[src/rtl/cdn_pkg.sv]
// cdn_pkg: shared types and constants of the calendar date normalizer
// no dependencies; imported by cdn_month_len, the top level and the checker

package cdn_pkg;

    // fixed field widths
    localparam int DAY_IN_W   = 16;
    localparam int MONTH_IN_W = 12;
    localparam int YEAR_W     = 14;
    localparam int DAY_OUT_W  = 5;
    localparam int MONTH_W    = 4;
    localparam int YMOD_W     = 9;

    // default width of the day counter
    localparam int DAY_BITS_DEF = 16;

    // calendar constants
    localparam int MONTHS_PER_YEAR = 12;
    localparam int CENTURY_YEARS   = 100;
    localparam int CYCLE_YEARS     = 400;
    localparam int DAYS_FEB        = 28;
    localparam int DAYS_FEB_LEAP   = 29;
    localparam int DAYS_SHORT      = 30;
    localparam int DAYS_LONG       = 31;

    // month codes
    localparam logic [MONTH_W-1:0] M_FEB = 4'd2;
    localparam logic [MONTH_W-1:0] M_APR = 4'd4;
    localparam logic [MONTH_W-1:0] M_JUN = 4'd6;
    localparam logic [MONTH_W-1:0] M_SEP = 4'd9;
    localparam logic [MONTH_W-1:0] M_NOV = 4'd11;

    // input beat
    typedef struct packed {
        logic [DAY_IN_W-1:0]   day_in;
        logic [MONTH_IN_W-1:0] month_in;
        logic [YEAR_W-1:0]     year_in;
    } t_in_beat;

    // output beat
    typedef struct packed {
        logic                 date_valid;
        logic [DAY_OUT_W-1:0] day_out;
        logic [MONTH_W-1:0]   month_out;
        logic [YEAR_W-1:0]    year_out;
    } t_out_beat;

    // sequencer states
    typedef enum logic [4:0] {
        S_IDLE = 5'b00001,
        S_FOLD = 5'b00010,
        S_MOD  = 5'b00100,
        S_WALK = 5'b01000,
        S_DONE = 5'b10000
    } t_state;

endpackage

[src/rtl/cdn_sub_unit.sv]
// cdn_sub_unit: shared subtract and compare unit of the date normalizer
// depends on nothing; the sequencer in the top level feeds its operands

module cdn_sub_unit #(
    parameter int WIDTH = 16
) (
    input  logic [WIDTH-1:0] i_a,
    input  logic [WIDTH-1:0] i_b,
    output logic [WIDTH-1:0] o_diff,
    output logic             o_borrow,
    output logic             o_gt
);

    // one subtractor, borrow out tells a < b
    assign {o_borrow, o_diff} = {1'b0, i_a} - {1'b0, i_b};

    // a strictly greater than b
    assign o_gt = !o_borrow && (|o_diff);

endmodule

[src/rtl/cdn_month_len.sv]
// cdn_month_len: days in a month for the current month and year position
// depends on cdn_pkg for calendar constants and month codes

module cdn_month_len (
    input  logic [cdn_pkg::MONTH_W-1:0]   i_month,
    input  logic [1:0]                    i_year_lsb,
    input  logic [cdn_pkg::YMOD_W-1:0]    i_year_mod,
    output logic [cdn_pkg::DAY_OUT_W-1:0] o_days
);
    import cdn_pkg::*;

    logic leap;

    // leap: divisible by 4, century years only when divisible by 400
    assign leap = (i_year_lsb == 2'b00)
               && (i_year_mod != YMOD_W'(CENTURY_YEARS))
               && (i_year_mod != YMOD_W'(2 * CENTURY_YEARS))
               && (i_year_mod != YMOD_W'(3 * CENTURY_YEARS));

    // month length lookup
    always_comb begin
        case (i_month)
            M_FEB:   o_days = leap ? DAY_OUT_W'(DAYS_FEB_LEAP) : DAY_OUT_W'(DAYS_FEB);
            M_APR:   o_days = DAY_OUT_W'(DAYS_SHORT);
            M_JUN:   o_days = DAY_OUT_W'(DAYS_SHORT);
            M_SEP:   o_days = DAY_OUT_W'(DAYS_SHORT);
            M_NOV:   o_days = DAY_OUT_W'(DAYS_SHORT);
            default: o_days = DAY_OUT_W'(DAYS_LONG);
        endcase
    end

endmodule

[src/rtl/calendar_date_normalizer.sv]
// calendar_date_normalizer: takes an input beat, folds surplus months into years, finds the
// year position in the 400-year cycle, then walks months until the day fits; a zero field
// skips straight to the done state and gives an all-zero result. one item at a time: the
// month walk (one subtract per month in the shared unit) sets how long an item takes, and
// the next beat is taken once the result sits in the output register.
// synchronous active-low reset clears sequencer and output valid.

module calendar_date_normalizer #(
    parameter int DAY_BITS = cdn_pkg::DAY_BITS_DEF
) (
    input  logic              i_clk,
    input  logic              i_rst_n,
    input  logic              i_in_valid,
    input  cdn_pkg::t_in_beat i_in_data,
    output logic              o_in_stall,
    output logic              o_out_valid,
    output cdn_pkg::t_out_beat o_out_data,
    input  logic              i_out_stall
);
    import cdn_pkg::*;

    localparam int W  = (DAY_BITS > YEAR_W) ? DAY_BITS : YEAR_W;
    localparam int DW = (DAY_BITS > DAY_IN_W) ? DAY_BITS : DAY_IN_W;

    t_state                r_state, n_state;
    logic [DAY_BITS-1:0]   r_d, n_d;
    logic [MONTH_IN_W-1:0] r_m, n_m;
    logic [YEAR_W-1:0]     r_y, n_y;
    logic [YEAR_W-1:0]     r_ym, n_ym;
    logic                  r_zero, n_zero;
    logic                  r_out_valid, n_out_valid;
    t_out_beat             r_out, n_out;

    logic [DW-1:0]        day_ext;
    logic [DAY_BITS-1:0]  day_masked;
    logic [W-1:0]         op_a, op_b, diff;
    logic                 borrow, gt;
    logic [DAY_OUT_W-1:0] dim;

    // day count masked to the counter width
    assign day_ext    = DW'(i_in_data.day_in);
    assign day_masked = day_ext[DAY_BITS-1:0];

    // length of the current month
    cdn_month_len u_month_len (
        .i_month    (r_m[MONTH_W-1:0]),
        .i_year_lsb (r_y[1:0]),
        .i_year_mod (r_ym[YMOD_W-1:0]),
        .o_days     (dim)
    );

    // operand select for the shared unit
    always_comb begin
        case (r_state)
            S_FOLD: begin
                op_a = W'(r_m);
                op_b = W'(MONTHS_PER_YEAR);
            end
            S_MOD: begin
                op_a = W'(r_ym);
                op_b = W'(CYCLE_YEARS);
            end
            S_WALK: begin
                op_a = W'(r_d);
                op_b = W'(dim);
            end
            default: begin
                op_a = '0;
                op_b = '0;
            end
        endcase
    end

    cdn_sub_unit #(
        .WIDTH (W)
    ) u_sub (
        .i_a      (op_a),
        .i_b      (op_b),
        .o_diff   (diff),
        .o_borrow (borrow),
        .o_gt     (gt)
    );

    // sequencer and datapath next values
    always_comb begin
        n_state     = r_state;
        n_d         = r_d;
        n_m         = r_m;
        n_y         = r_y;
        n_ym        = r_ym;
        n_zero      = r_zero;
        n_out_valid = r_out_valid && i_out_stall;
        n_out       = r_out;
        case (r_state)
            // take a beat, keep month zero-based for the fold
            S_IDLE: begin
                if (i_in_valid) begin
                    n_d    = day_masked;
                    n_m    = i_in_data.month_in - 12'd1;
                    n_y    = i_in_data.year_in;
                    n_zero = (day_masked == '0) || (i_in_data.month_in == '0)
                          || (i_in_data.year_in == '0);
                    n_state = n_zero ? S_DONE : S_FOLD;
                end
            end
            // fold surplus months into years, twelve at a time
            S_FOLD: begin
                if (!borrow) begin
                    n_m = diff[MONTH_IN_W-1:0];
                    n_y = r_y + 14'd1;
                end else begin
                    n_m     = r_m + 12'd1;
                    n_ym    = r_y;
                    n_state = S_MOD;
                end
            end
            // year position inside the 400-year cycle
            S_MOD: begin
                if (!borrow) begin
                    n_ym = diff[YEAR_W-1:0];
                end else begin
                    n_state = S_WALK;
                end
            end
            // take one month length per cycle until the day fits
            S_WALK: begin
                if (gt) begin
                    n_d = diff[DAY_BITS-1:0];
                    if (r_m == MONTH_IN_W'(MONTHS_PER_YEAR)) begin
                        n_m  = 12'd1;
                        n_y  = r_y + 14'd1;
                        n_ym = (r_ym == YEAR_W'(CYCLE_YEARS - 1)) ? '0 : r_ym + 14'd1;
                    end else begin
                        n_m = r_m + 12'd1;
                    end
                end else begin
                    n_state = S_DONE;
                end
            end
            // hand the result to the output register once it is free
            S_DONE: begin
                if (!r_out_valid || !i_out_stall) begin
                    n_out_valid = 1'b1;
                    if (r_zero) begin
                        n_out = '0;
                    end else begin
                        n_out.date_valid = 1'b1;
                        n_out.day_out    = r_d[DAY_OUT_W-1:0];
                        n_out.month_out  = r_m[MONTH_W-1:0];
                        n_out.year_out   = r_y;
                    end
                    n_state = S_IDLE;
                end
            end
            default: begin
                n_state = S_IDLE;
            end
        endcase
    end

    // control registers
    always_ff @(posedge i_clk) begin
        if (!i_rst_n) begin
            r_state     <= S_IDLE;
            r_out_valid <= 1'b0;
        end else begin
            r_state     <= n_state;
            r_out_valid <= n_out_valid;
        end
    end

    // payload registers
    always_ff @(posedge i_clk) begin
        r_d    <= n_d;
        r_m    <= n_m;
        r_y    <= n_y;
        r_ym   <= n_ym;
        r_zero <= n_zero;
        r_out  <= n_out;
    end

    assign o_in_stall  = (r_state != S_IDLE);
    assign o_out_valid = r_out_valid;
    assign o_out_data  = r_out;

endmodule

[config.mk]
export PLATFORM = sky130hd
export DESIGN_NAME = calendar_date_normalizer
export DESIGN_NICKNAME = d
export VERILOG_FILES = /design/src/rtl/cdn_pkg.sv /design/src/rtl/cdn_sub_unit.sv /design/src/rtl/cdn_month_len.sv /design/src/rtl/calendar_date_normalizer.sv
export SDC_FILE = /design/constraint.sdc
export NUM_CORES = 1
export LEC_CHECK = 0
export BUFFER_PORTS_ARGS = -buffer_cell sky130_fd_sc_hd__buf_2
export CORE_MARGIN = 2
export CORE_UTILIZATION = 45
export DETAILED_ROUTE_END_ITERATION = 10
export RECOVER_POWER = 25
export SLEW_MARGIN = 20
export SYNTH_ARGS = -nofsm -noshare
export SYNTH_HDL_FRONTEND = slang
export SYNTH_SLANG_ARGS = --single-unit
[constraint.sdc]
create_clock -name i_clk -period 12 [get_ports i_clk]
set_input_delay 1.2 -clock i_clk [delete_from_list [all_inputs] [get_ports i_clk]]
set_output_delay 1.2 -clock i_clk [all_outputs]
set_load 0.03 [all_outputs]
==> metrics.md <==
| Metric | Value |
|---|---|
| Status | complete, but fails checks |
| Failing checks | capacitance limit, slew limit |
| FP Rows | 41 |
| Footprint of the multi-input gates | 2930 um^2 |
| Worst Reg2Reg Path Length in Cells | 15 |
| Final setup fails | 0 |
| Die Width | around 120 um |
| Vias in the first global route | about 4700 |
| Final design utilization | 0.524 |
| Post-synthesis sequential area ratio | 0.448 |
| Clk buf depth | 2 |
| Final cell count without fillers | 831 |
| Critical path capture point type | flop |
| CP arrival | ~6300 ps |
| Starting density of the core | 0.457 |
| Leak | ~2.5 nW |
| Core area | roughly 12000 um^2 |
| Synthesized Nets | 655 |
| FF/Latch Area | ~2600 um^2 |
| Hold Path Stages | 2 |
| Die Area | 13600 um^2 |
| Initial antenna violation count | 0 |
| Die height | 116 um |
| Post-CTS sizing | 0 |
| Sink Count | slightly below 90 |
| Syn. warnings | 0 |
| Avg WL per Cell | 20.6 um |
| Pwr Density | between 200 and 250 nW/um^2 |
| Fin crit share | 0.517 |
| Slew @ Worst Pin | about 1500 ps |
| # hold bufs at CTS | 0 |
| Yosys reg bits | 87 |
| # DRC | 0 |
| Vias per inst | ~6 |
| Max-Cap Viols | 1 |
| Routability cong. | ~0.90 |
| Primary FF master, synth | edfxtp_1 |
| CTS tree | yes |
| Drt pass-1 iters | 9 |
| Post-synth EDFFs | 81 |
| CTS Buf Count | 9 |
| Gr usage total | 0.261 |
| Total routed wirelength | 17.1 mm |
| RSZ-0062 raised after global routing | false |
| Max Fclk | roughly 160 MHz |
| Post-CTS setup buffers | 0 |
| First-pass GRT wire length | ~26 mm |
| Clock skew | between 7 and 8 ps |
| Worst Hold Class | reg2reg |
| Fillers | around 1200 |
| Port bufs | slightly above 70 |
| Asr flop ratio synth | 0 |
| Setup TNS Final | 0 ps |
| Final ANT Viol Nets | 0 |
| Post-layout net count | between 700 and 800 |
| Area delta synth->final | 14.7% |
| Yosys cell types | 64 |
| Final hold viol count | 0 |
| Number of diodes | 0 |
| Relative slew slack | -0.0115 |
| Crit path max fanout | just over 40 |
| Critical path required time | around 12000 ps |
| Largest net degree at the start of global routing | 42 |
| Total congestion overflow | 0 |
| Syn_area_per_cell | roughly 9.7 um^2 |
| Fin crit period | between 6000 and 7000 ps |
| Clock slew at reported path FFs | around 70 ps |
| Worst-Skew Late Latency | ~350 ps |
| Layout cells sized above 1 | 0.159 |
| Slew Limit Fails | 25 |
| Most frequent cells in the layout | 81 x edfxtp_1, 79 x nand2_1, 69 x buf_2 |
| Vias | a little under 5000 |
| Cell Area, Synth | around 5700 um^2 |
| Cell total after placement | between 800 and 900 |
| Dpl hpwl | between 10 and 15 mm |
| Critical path startpoint category | flop |
| Htree depth | 3 |
| Boundary pin count | between 70 and 80 |
| Syn Inst Count | between 500 and 600 |
| Clock root cell | clkbuf_16 |
| VDD IR max | between 0.1 and 0.15 mV |
| Worst Setup Path Type | reg2reg |
| DR iter-0 viols | between 400 and 500 |
| Leading cell type in the layout, fill and taps excluded | edfxtp_1 |
## state kept, by name, summed over array words and instances, names as in the netlist
| register | cells |
|---|---|
| r_m | 12 |
| r_y | 14 |
| r_zero | 1 |
| r_state | 5 |
| r_ym | 14 |
| o_out_data | 24 |
| r_d | 16 |
| o_out_valid | 1 |
## per-layer routing
layer | up-vias | global-route usage | share of wire
met2 | 219 | 0.408 | 0.45
met5 | - | 0 | 0
li1 | 2350 | - | -
met3 | 33 | 0.0586 | 0.087
met1 | 2335 | 0.346 | 0.42
met4 | 0 | 0.120 | 0.038
## layout make-up
class / instances / share of cell area
multi-input cells: 447 / 0.449
flip-flops and latches: 87 / 0.391
repair buffers: 81 / 0.0649
clock buffers: 9 / 0.0345
well taps: 172 / 0.0329
inverters: 28 / 0.0161
clock inverters: 7 / 0.0123
## synthesized netlist by cell type (5+ instances only)
library cell	n	area (um^2)
nor4_1	17	106
xor2_1	25	219
ha_1	18	225
nand3_1	17	85.1
and3_1	10	62.6
clkbuf_1	23	86.3
nor3_1	10	50.1
inv_1	28	105
o21ai_0	37	185
dfxtp_1	6	120
a222oi_1	10	100
edfxtp_1	81	2430
nor2_1	38	143
a21oi_1	20	100
nor2b_1	23	144
a211oi_1	5	37.5
o221ai_1	12	105
nand2_1	79	297
a22oi_1	7	52.6
nand4_1	12	75.1
xnor2_1	31	272
## metrics by stage
| step | worst slack [ps] | power (W) | area (um^2) | hold WS (ps) |
|---|---|---|---|---|
| finish | 5800 | 0.00146 | 6530 | 542 |
| detailed placement | 5570 | 0.00115 | 6240 | 543 |
| floorplan | 6290 | 0.000938 | 5690 | 525 |
| global placement | 5810 | 0.00115 | 6240 | 532 |
| CTS | 5550 | 0.00144 | 6540 | 558 |
| global route | 5420 | 0.00153 | 6530 | 593 |
## logic make-up (layout without fill, tap and decap cells)
group                      after synthesis  after routing  share of synthesized area
muxes                                    1              1                    0.00176
and+or+nand+nor                        237            237                      0.212
xor gates and xnor gates                56             56                     0.0861
DFF                                     87             87                      0.448
buffers and inverters                   56            125                     0.0387
adders and majority gates               19             19                     0.0431
AOI/OAI and AO/OA                      134            134                      0.170
## path summary, 6_finish.rpt
kind / slack (ps) / end / start
worst max-delay path: 5800 / r_d[13]$_DFFE_PP_ / r_state[0]$_SDFFE_PN1P_
worst min-delay path: 540 / o_out_valid$_SDFF_PN0_ / o_out_valid$_SDFF_PN0_
worst max register to register: 5800 / r_d[13]$_DFFE_PP_ / r_state[0]$_SDFFE_PN1P_
worst min register to register: 540 / o_out_valid$_SDFF_PN0_ / o_out_valid$_SDFF_PN0_
## worst max-delay path, stage by stage, from the launching register on
cell      delay, ps
dfxtp_1         330
nor3_1          550
nand2_1         100
buf_4           280
nand2_1         330
inv_2           350
ha_1            460
nand2b_1        120
a211oi_1         90
a2111o_1        490
a221o_1         400
xnor2_1         450
nand2_1         140
nor4b_1         860
o22ai_1         620
buf_4           370
## power breakdown
part / internal, W / switching [W] / leakage [nW]
sequential: 0.000452 / 0.000110 / 0.805
combinational: 0.000221 / 0.000381 / 1.57
clock: 0.000164 / 0.000127 / 0.148
Note: power is estimated with default switching activity, not from simulation.
